$ cat src/ptuv_delay.sv
// ----------------------------------------------------------------------------
// ptuv_delay
// Fixed-length register delay line that holds while the pipeline is stalled.
// ----------------------------------------------------------------------------
module ptuv_delay #(
  parameter int W = 8,
  parameter int N = 2
) (
  input  logic         clk,
  input  logic         en,
  input  logic [W-1:0] din,
  output logic [W-1:0] dout
);

  logic [W-1:0] sr [N];

  always_ff @(posedge clk) begin
    if (en) begin
      sr[0] <= din;
      for (int i = 1; i < N; i++) begin
        sr[i] <= sr[i-1];
      end
    end
  end

  assign dout = sr[N-1];

endmodule

$ cat config.mk
export PLATFORM = sky130hd
export DESIGN_NAME = ptuv_delay
export DESIGN_NICKNAME = d
export VERILOG_FILES = /design/src/ptuv_delay.sv
export SDC_FILE = /design/constraint.sdc
export NUM_CORES = 1
export LEC_CHECK = 0
export BUFFER_PORTS_ARGS = -buffer_cell sky130_fd_sc_hd__buf_2
export CAP_MARGIN = 20
export CORE_MARGIN = 1
export CORE_UTILIZATION = 40
export DETAILED_ROUTE_END_ITERATION = 10
export HOLD_SLACK_MARGIN = 0.1
export PLACE_DENSITY = 0.77
export RECOVER_POWER = 25
export SLEW_MARGIN = 25
export SYNTH_ARGS = -nofsm -noshare
export SYNTH_HDL_FRONTEND = slang
export SYNTH_SLANG_ARGS = --single-unit
$ cat constraint.sdc
create_clock -name clk -period 1 [get_ports clk]
set_input_delay 0.2 -clock clk [delete_from_list [all_inputs] [get_ports clk]]
set_output_delay 0.2 -clock clk [all_outputs]
set_load 0.03 [all_outputs]
# Word-level counts from Yosys, hierarchy flattened
# Memories as Yosys holds them, arrays and structs flattened.
# Index checks and enable logic that the tools add are counted.
dict set report totals {
  register_bits 0
  latch_bits 0
  mem_bits_rw 16
  rom_bits 0
  in_bits 10
  output_inout_bits 8
  elab_cells 3
  n_memories 1
}
dict set report classes {
  add_sub_neg 0
  mul 0
  div_mod_pow 0
  n_lt_le_gt_ge 0
  eq_ne 0
  shift 0
  n_mux 2
  bitwise_logic 0
  n_reduce_logical 0
}
# memory depth word_bits rd rd_ports_with_merged_regs write_ports line_no
set memory_table {}
lappend memory_table {sr 2 8 2 0 2 15} ;# logic [W-1:0] sr [N];
# operator n
set ops {}
lappend ops {{two-way mux 1 bit} 2}

# Longest topological paths before layout
dict set report depth {
  word_depth 2
  ltp_mapped 1
  mapped_depth_nobuf 0
}

# Least setup slack after synthesis
# OpenSTA, ideal clock, no wires.
dict set report synth_path {
  kind {register to output}
  start {memory sr[1][0] (netlist: sr[0][8])}
  end {output dout[0]}
  arrival_time_ps 501
  required_ps 800
  setup_slack_ps 299
  stages_incl_launch_ff 2
  n_path_buf 1
  cell_sequence {edfxtp_1 > buf_4}
}
# item line_no
set synth_rtl {}
lappend synth_rtl {{start, declared} 15}
lappend synth_rtl {{end, declared} 12} ;# output logic [W-1:0] dout

==> impl_metrics.tcl <==
set metrics [dict create \
    cp_cell_sequence "buf_6" \
    grt_overflow 0 \
    largest_register "sr" \
    drc 0 \
    multi_input_area_sq_um 0 \
    fin_crit_ns 1.00 \
    grt_antenna_before_repair 0 \
    combPwrFrac_pct 11.1 \
    tns_ns -0.00511 \
    cts-buffers-inserted 3 \
    critPathSlowestCell "edfxtp_1" \
    drive_gt1_share_pct 45.5 \
    synth.distinct_cells 2 \
    grt_pass1_vias 220 \
    rsz0062_at_grt "yes" \
    num_antenna_cells 0 \
    cts_root_buffer "clkbuf_4" \
    grt_use_total_pct 9.69 \
    first_pass_iters 2 \
    final_cell_mix "edfxtp_1, dlygate4sd3_1, buf_2, buf_6, clkbuf_4" \
    fillers 100 \
    finalClockSkew_ns 0.00320 \
    die_w_microns 38.8 \
    post_cts_buffers 0 \
    startpoint_type "flip-flop" \
    min_path_type "in -> reg" \
    grt_max_degree 17 \
    cp.arrival_ns 0.80 \
    detail_route.wl_per_cell_microns 10.6 \
    final_max_slew_viol_count 0 \
    pwr-share-seq_pct 65.0 \
    core_area_sq_um 1190 \
    htree_levels 1 \
    reg_top3 "sr: 16 flops" \
    place_ws_ns 0.159 \
    initial_core_util_pct 45.6 \
    fin_crit_sh_pct 100 \
    switchingPower_mw 0.244 \
    top_usage_layer "met2" \
    cap_violations 0 \
    totalPowerFinal_mw 1.25 \
    io_pins 18 \
    synth_area_sq_um 541 \
    yosys_register_bits 16 \
    violations "negative setup slack" \
    fp-row-count 12 \
    routabilityCongestion 0.600 \
    max_freq_mhz 997 \
    leakagePower_nw 0.288 \
    die_h_microns 38.8 \
    multi_input_gates 0 \
    clk_pin_slew_ns 0.08 \
    num_vias 247 \
    io_buffers 17 \
    clock_latency_ns 0.27 \
    area_growth_pct 36.1 \
    die-area_sq_um 1500 \
    via_per_inst 4.26 \
    cts_buffer_depth 2 \
    cp.required_ns 0.80 \
    grtUsageMet1_pct 8.59 \
    drt_iter0_drc 3 \
    hold_viol 0 \
    synthesis.nets 34 \
    status "finished with violations" \
    cts.sinks 16 \
    yosysTopAreaCell "edfxtp_1" \
    final_common_cell "edfxtp_1" \
    setup_violations 2 \
    drt-total-wl_microns 613 \
    maxSlewHeadroom_pct 75.9 \
    use_met2_pct 17.1 \
    ys_seq_area_share_pct 88.9 \
    largest_register_ffs 16 \
    avgSynthCellArea_sq_um 22.5 \
    final_nets 56 \
    critical_path_class "reg -> out" \
    cp_top_family "flip-flops" \
    use_met3_pct 3.47 \
    p_clk_share_pct 23.9 \
    worst-path-max-fanout 1 \
    power_density_nw_per_um2 1700 \
    cts_tree "built" \
    grt_pass1_wl_microns 869 \
    critPathBufInv 1 \
    final_util_pct 62.0 \
    ir_worst_vdd_mv 1.09 \
    swShare_pct 19.5 \
    slowest_delay_ns 0.39 \
    synth_top_area_share_pct 88.9 \
    yosys_warnings 0 \
    placed_area_sq_um 583 \
    ant_nets 0 \
    endpoint_kind "output pin" \
    synthTopCellsByArea "edfxtp_1, buf_4" \
    intPower_mw 1.00 \
    worst_pin_slew_ns 0.361 \
    fin_ws_ns -0.00264 \
    netlist_instances 24 \
    final_area_sq_um 736 \
]
[power by group through the flow]
stage | clock network [mW] | logic, mW | registers (mW)
finish | 0.298 | 0.139 | 0.812
global route | 0.342 | 0.148 | 0.816
CTS | 0.311 | 0.128 | 0.813
detailed placement | 0 | 0.0925 | 0.823
global placement | 0 | 0.0898 | 0.817
floorplan | 0 | 0.0743 | 0.818
[synthesized netlist by cell type]
master / count
buf_4: 8
edfxtp_1: 16
[timing repair]
| action | CTS | global route |
|---|---|---|
| pin swaps | 0 | 0 |
| hold buffers | 4 | 4 |
| setup endpoints to repair | 8 | 8 |
| hold endpoints to repair | 4 | 4 |
| gates resized for setup | 16 | 0 |
[area by class of cell]
cell class / count / area, sq um / share of cell area [%]
Clock buffer: 3 / 22.5 / 3.06
Timing Repair Buffer: 25 / 215 / 29.3
Sequential cell: 16 / 480 / 65.3
Tap cell: 14 / 17.5 / 2.38
[routing by layer]
| metal | up-vias | routed length, microns |
|---|---|---|
| met5 | - | 0 |
| met4 | 0 | 0 |
| met3 | 0 | 60 |
| met2 | 18 | 331 |
| met1 | 108 | 221 |
| li1 | 121 | - |
[logic make-up after synthesis]
| logic type | after synthesis | synth area share [%] |
|---|---|---|
| buffers and inverters | 8 | 11.1 |
| DFF | 16 | 88.9 |
[metrics by stage]
step / cells / hold WS (ns)
floorplan: 24 / 0.299
global placement: 47 / 0.378
detailed placement: 47 / 0.378
CTS: 54 / 0.102
global route: 58 / 0.437
finish: 58 / 0.413
[final timing paths]
kind | start | end | slack, ns | depth (start not counted)
max | sr[0][14] | dout[6] | -0.003 | 1
min reg2reg | sr[0][3] | sr[0][11] | 0.43 | 0
max reg2reg | sr[0][5] | sr[0][13] | 0.36 | 0
min | en | sr[0][0] | 0.41 | 1
(Power assumes the default switching activity.)
