$ cat src/ptuv_div.sv
// ----------------------------------------------------------------------------
// ptuv_div
// Pipelined restoring divider, one quotient bit per stage.
// ----------------------------------------------------------------------------
module ptuv_div #(
  parameter int NW = 48,
  parameter int DW = 31,
  parameter int QW = 16,
  parameter int TW = 1
) (
  input  logic          clk,
  input  logic          en,
  input  logic [NW-1:0] num,
  input  logic [DW-1:0] den,
  input  logic [TW-1:0] tag_in,
  output logic [QW-1:0] quo,
  output logic [DW-1:0] rem,
  output logic [TW-1:0] tag_out
);

  localparam int CW = (NW > DW + QW - 1) ? NW : DW + QW - 1;

  logic [CW-1:0] rem_r [QW];
  logic [QW-1:0] quo_r [QW];
  logic [DW-1:0] den_r [QW];
  logic [TW-1:0] tag_r [QW];

  for (genvar k = 0; k < QW; k++) begin : g_step
    logic [CW-1:0] rem_in;
    logic [CW-1:0] trial;
    logic [CW:0]   diff;
    logic [QW-1:0] quo_in;
    logic [DW-1:0] den_in;
    logic [TW-1:0] tag_in_k;

    if (k == 0) begin : g_first
      assign rem_in   = CW'(num);
      assign quo_in   = '0;
      assign den_in   = den;
      assign tag_in_k = tag_in;
    end else begin : g_next
      assign rem_in   = rem_r[k-1];
      assign quo_in   = quo_r[k-1];
      assign den_in   = den_r[k-1];
      assign tag_in_k = tag_r[k-1];
    end

    assign trial = CW'(den_in) << (QW - 1 - k);
    assign diff  = {1'b0, rem_in} - {1'b0, trial};

    always_ff @(posedge clk) begin
      if (en) begin
        if (!diff[CW]) begin
          rem_r[k] <= diff[CW-1:0];
          quo_r[k] <= quo_in | (QW'(1) << (QW - 1 - k));
        end else begin
          rem_r[k] <= rem_in;
          quo_r[k] <= quo_in;
        end
        den_r[k] <= den_in;
        tag_r[k] <= tag_in_k;
      end
    end
  end

  assign quo     = quo_r[QW-1];
  assign rem     = rem_r[QW-1][DW-1:0];
  assign tag_out = tag_r[QW-1];

endmodule

$ cat config.mk
export PLATFORM = sky130hd
export DESIGN_NAME = ptuv_div
export DESIGN_NICKNAME = d
export VERILOG_FILES = /design/src/ptuv_div.sv
export SDC_FILE = /design/constraint.sdc
export NUM_CORES = 2
export LEC_CHECK = 0
export BUFFER_PORTS_ARGS = -buffer_cell sky130_fd_sc_hd__buf_2
export CORE_MARGIN = 1
export CORE_UTILIZATION = 58
export CTS_CLUSTER_SIZE = 10
export DETAILED_ROUTE_END_ITERATION = 16
export GPL_ROUTABILITY_DRIVEN = 1
export GPL_TIMING_DRIVEN = 0
export HOLD_SLACK_MARGIN = 0.02
export PLACE_DENSITY = 0.88
export SLEW_MARGIN = 30
export SYNTH_ARGS = -nofsm -noshare
export SYNTH_HDL_FRONTEND = slang
export SYNTH_SLANG_ARGS = --single-unit
$ cat constraint.sdc
create_clock -name clk -period 4.1 [get_ports clk]
set_input_delay 0.205 -clock clk [delete_from_list [all_inputs] [get_ports clk]]
set_output_delay 0.205 -clock clk [all_outputs]
set_load 0.02 [all_outputs]
After elaboration in Yosys (flattened, before gate mapping)
Memory sizes are Yosys's and may differ from the RTL's.
Index checks and enable logic that the tools add are counted.
{"block": "word_totals", "output_inout_bits": 48, "mem_count": 4, "elab_cells": 182, "reg_bits": 0, "input_bits": 82, "ram_bits": 1536}
{"memory": "rem_r", "words": 16, "width": 48, "rd": 16, "rd_ports_with_merged_regs": 0, "wr": 16, "line": "23", "source": "logic [CW-1:0] rem_r [QW];"}
{"memory": "den_r", "words": 16, "width": 31, "rd": 15, "rd_ports_with_merged_regs": 0, "wr": 16, "line": "25", "source": "logic [DW-1:0] den_r [QW];"}
{"memory": "quo_r", "words": 16, "width": 16, "rd": 16, "rd_ports_with_merged_regs": 0, "wr": 16, "line": "24", "source": "logic [QW-1:0] quo_r [QW];"}
{"memory": "tag_r", "words": 16, "width": 1, "rd": 16, "rd_ports_with_merged_regs": 0, "wr": 16, "line": "26", "source": "logic [TW-1:0] tag_r [QW];"}
{"block": "classes", "n_addsub": 16, "n_mux": 130, "bitwise_logic": 32}
{"op": "two-way mux 48 bit", "n": 16}
{"op": "two-way mux 16 bit", "n": 16}
{"op": "two-way mux 1 bit", "n": 98}
{"op": "subtractor 48 x 31 -> 49 bit", "n": 1}
{"op": "subtractor 48 x 32 -> 49 bit", "n": 1}
{"op": "subtractor 48 x 33 -> 49 bit", "n": 1}
{"op": "subtractor 48 x 34 -> 49 bit", "n": 1}
{"op": "subtractor 48 x 35 -> 49 bit", "n": 1}
{"op": "subtractor 48 x 36 -> 49 bit", "n": 1}
{"op": "subtractor 48 x 37 -> 49 bit", "n": 1}
{"op": "subtractor 48 x 38 -> 49 bit", "n": 1}
{"op": "subtractor 48 x 39 -> 49 bit", "n": 1}
{"op": "subtractor 48 x 40 -> 49 bit", "n": 1}
{"op": "subtractor 48 x 41 -> 49 bit", "n": 1}
{"op": "subtractor 48 x 42 -> 49 bit", "n": 1}
{"op": "subtractor 48 x 43 -> 49 bit", "n": 1}
{"op": "subtractor 48 x 44 -> 49 bit", "n": 1}
{"op": "subtractor 48 x 45 -> 49 bit", "n": 1}
{"op": "subtractor 48 x 46 -> 49 bit", "n": 1}
{"op": "OR 1 bit", "n": 32}

Logic depth before layout (Yosys ltp)
An unclocked memory read counts as a cell.
{"block": "logic_depth", "depth_word": 6, "mapped_depth": 16, "ltp_nobuf": 15}

Worst setup path before layout
OpenSTA, ideal clock, no wires.
{"block": "synth_timing", "path_type": "reg2reg", "from": "mem rem_r[0][14] (netlist name)", "to": "mem rem_r[0][69] (netlist name) (data pin)", "setup_ps": 260, "n_path_buf": 1, "path_stages_with_launch": 16, "setup_slack_ps": 242, "synth_period_minus_slack_ps": 3858, "arrival_time_ps": 3598, "cell_sequence": "edfxtp_1 inv_1 ha_1 inv_1 fa_1 a21oi_1 o211ai_1 a41oi_1 o21ai_1 o31ai_2 o21ai_1 a31oi_1 o21ai_1 a211oi_2 buf_2 mux2_2"}
{"element": "start, declared", "line": "23"}

==> results.py <==
metrics = {
    "sta": {
        "tns_ns": -0.0185,
        "worst_pin_slew_ns": 0.908,
        "slew_headroom_pct": 39.5,
        "fin_crit_sh_pct": 100,
        "fmax_ghz": 0.243,
        "min_period_ns": 4.12,
        "finalMaxSlewViolations": 0,
        "setup_violations": 1,
        "setup_slack_ns": -0.0185,
        "hold_slack_ns": 0.109,
        "finClkSkew_ns": 0.0509,
        "hold_viol": 0,
        "grt_setup_unrepaired": "true",
    },
    "cts": {
        "cts_buffer_depth": 3,
        "insertion_delay_ns": 0.82,
        "cts_buffers": 159,
        "cts_tree": "built",
        "clk_pin_slew_ns": 0.05,
        "htreeDepth": 4,
        "cts.sinks": 1368,
        "cts_root_buf": "clkbuf_16",
    },
    "pwr": {
        "power.density_nw_per_um2": 689,
        "vdd_ir_drop_max_mv": 0.454,
        "p_leak_nw": 34.4,
    },
    "final_layout": {
        "seqCellArea_um2": 41100,
        "syn_to_final_growth_pct": 13.7,
        "nets": 7968,
        "multi_input_area_um2": 32700,
        "drive_gt1_share_pct": 9.61,
        "nFillCells": 9234,
    },
    "placed_design": {
        "place_hpwl_mm": 137,
        "port_buffers": 129,
        "dp_slack_ns": -1.45,
        "gp_congestion": 0.972,
    },
    "yosys": {
        "syn-num-nets": 7516,
        "synth_warnings": 0,
        "synthXorXnorAreaFrac_pct": 6.46,
        "synth_compound_area_share_pct": 14.9,
        "yosys_register_bits": 1368,
        "synthAdderAreaFrac_pct": 8.59,
        "synth_edf_count": 1368,
        "syn_avg_cell_area_um2": 11.0,
        "syn_inst": 6922,
        "yosysSeqAreaShare_pct": 54.1,
        "yosys.area_share.simple_pct": 10.9,
        "synth_cell_type_count": 92,
        "async_reset_ff_share_pct": 0,
        "synthMuxAreaShare_pct": 1.01,
        "synth_top_family_by_area": "compound AO/OA/AOI/OAI gates",
        "netlist_area_um2": 76000,
        "synth_flop_cell": "edfxtp_1",
    },
    "grt": {
        "antenna_found_initial": 1,
        "grtUsageTotal_pct": 27.8,
        "grt_pass1_wl_mm": 288,
        "grt_pass1_vias": 56782,
        "grt_overflow_total": 0,
        "grt_max_degree": 83,
    },
    "route": {
        "drc": 0,
        "highest_layer": "met4",
        "drt_pass1_iterations": 6,
        "avgViaCountPerCell": 5.92,
        "wl_mm": 185,
        "wl_met2_mm": 103,
        "wl_met3_mm": 6.79,
        "wl_met1_mm": 61.6,
        "wl_per_cell_um": 20.2,
        "drt_iter0_drc": 4137,
        "ant_nets": 0,
        "num_vias": 54277,
    },
    "critical_path": {
        "critPathLaunchType": "flip-flop",
        "crit_family": "compound AO/OA/AOI/OAI gates",
        "crit_fanout": 5,
        "r2r-start": "rem_r[1][149]",
        "worstRegToRegCells": 13,
        "worstSetupStartpoint": "rem_r[1][149]",
        "cp_cell_sequence": "ha_4 > o211a_1 > o31ai_2 > a211oi_2 > o21ai_4 > o41ai_4 > a31o_2 > a21oi_4 > clkinvlp_4 > nand2b_4 > or4_4 > or4b_4 > xnor2_1",
        "worstPathRequired_ns": 4.65,
        "worstPathArrival_ns": 4.67,
        "max_stage_delay_ns": 0.53,
        "end_kind": "flip-flop",
        "critPathBufInv": 1,
        "worstSetupPathType": "flip-flop to flip-flop",
        "reg2reg_slack_ns": -0.02,
        "cp_slowest_cell": "or4b_4",
        "r2r_end": "rem_r[1][235]",
    },
    "run": {
        "drv_cap": 0,
    },
    "die": {
        "die_y_um": 364,
        "initial_core_util_pct": 58.6,
        "die_area_um2": 132000,
        "core-area_um2": 130000,
        "die-width_um": 364,
        "fp-row-count": 132,
        "ioPinCount": 130,
    },
    "worst_hold_path": {
        "whs_endpoint": "den_r[0][6]",
        "hold_path.startpoint": "den[6]",
        "worstHoldPathType": "input pin to flip-flop",
        "worstHoldPathCells": 2,
    },
    "status": {
        "status": "finished, violations left",
        "violations": "negative setup slack",
    },
}
## cells in the mapped netlist, types with 16 or more instances
library cell / instances / area, um2
o31ai_1: 39 / 293
o211ai_1: 34 / 255
o21bai_1: 56 / 420
a31oi_1: 52 / 325
a21boi_0: 16 / 120
nand4_1: 74 / 463
nor2_1: 391 / 1470
inv_1: 611 / 2290
or3_1: 33 / 206
mux2_2: 62 / 698
clkbuf_1: 186 / 698
nand2_1: 669 / 2510
a21o_1: 271 / 2030
xnor2_1: 291 / 2550
a211oi_1: 34 / 255
edfxtp_1: 1368 / 41100
nor3_1: 84 / 420
a21oi_1: 552 / 2760
xor2_1: 269 / 2360
and3_1: 39 / 244
nor2b_1: 81 / 507
fa_1: 16 / 320
o21ai_0: 533 / 2670
and2_1: 29 / 181
o21a_1: 69 / 518
or4_1: 18 / 135
nor4_1: 47 / 294
nand3_1: 111 / 556
ha_1: 496 / 6210
nand2b_1: 87 / 544
## report_power, final
| part | leakage, nW | switching [W] | internal (W) | total (W) |
|---|---|---|---|---|
| sequential | 13.2 | 0.00192 | 0.0202 | 0.0221 |
| combinational | 19.0 | 0.0145 | 0.0104 | 0.0249 |
| clock | 2.18 | 0.00552 | 0.00707 | 0.0126 |
## what timing repair did
item / in CTS / in global routing
setup buffers: 21 / 35
endpoints found under the hold margin: 127 / 0
hold buffers: 82 / 0
gates cloned: 1 / 0
setup endpoints to repair: 549 / 407
resized for setup: 155 / 168
pin swaps: 20 / 33
## area by class of cell
cell class                 instances  area share, %
timing repair buffer             294           3.00
multi-input combinational       4729           37.8
tap                             1742           2.52
clock buffer                     180           4.72
buffer                           206           1.20
inverter                         616           2.69
clock inverter                    28          0.510
sequential                      1368           47.5
antenna                            3        0.00869
## per-layer routing
| metal | global-route usage [%] | vias up |
|---|---|---|
| met5 | 0 | - |
| met4 | 19.7 | 0 |
| met3 | 3.55 | 642 |
| met2 | 55.9 | 1813 |
| met1 | 25.1 | 25781 |
| li1 | - | 26041 |
## cells by family after synthesis
| kind of cell | after synthesis |
|---|---|
| adder cells (fa/ha/maj) | 512 |
| buffers and inverters | 825 |
| multiplexers | 69 |
| XOR/XNOR | 560 |
| AO/OA/AOI/OAI | 1839 |
| flip-flops | 1368 |
| AND/OR/NAND/NOR | 1749 |
## registers in the layout (all words and copies together) (netlist names)
register	count
rem_r	751
den_r	465
quo_r	136
tag_r	16
## worst register-to-register path: cells and delay by family (launching register included)
kind,cells,cell delay [ns]
simple gates,3,1.11
compound gates,7,1.65
fa+ha+maj,1,0.32
xor+xnor,1,0.14
buf+inv,1,0.17
flops,1,0.45
## worst max-delay path by stage
stage / end / slack (ns) / cells past startpoint
3_5_place_dp: rem_r[0][62] / -1.45 / 15
4_1_cts: rem_r[0][276] / 0.0006 / 14
5_1_grt: rem_r[0][378] / -0.11 / 14
2_1_floorplan: rem_r[0][69] / 0.24 / 15
6_report: rem_r[1][235] / -0.02 / 13
3_3_place_gp: rem_r[1][50] / -9.55 / 5
## cell usage in the layout (no fill, tap or decap), drive strengths merged, types with 20 or more instances in the layout
master       Yosys  routed
edfxtp        1368    1368
nand2          669     669
inv            612     613
a21oi          553     553
o21ai          540     540
ha             496     496
nor2           392     392
clkbuf         186     357
xnor2          291     291
a21o           271     271
xor2           269     269
buf             23     241
nand3          111     111
nand2b          88      88
nor3            84      84
dlygate4sd3      0      82
nor2b           81      81
nand4           74      74
o21a            69      69
mux2            62      62
o21bai          56      56
a31oi           52      52
nor4            48      48
o31ai           41      41
and3            39      39
a211oi          36      36
or3             35      35
o211ai          34      34
and2            29      29
clkinv           4      29
or4             20      20
## per-stage QoR
stage                     util [%]  cell area, um2  total power (W)  std cells
final                         66.6           86400           0.0596       9166
after global routing          66.6           86400           0.0631       9163
after CTS                     66.0           85600           0.0587       9130
after detailed placement      61.4           79600           0.0456       8819
after global placement        60.8           78800           0.0450       8793
after floorplan                  -           76000           0.0397       6922
Power figures use the tool's default switching activity.
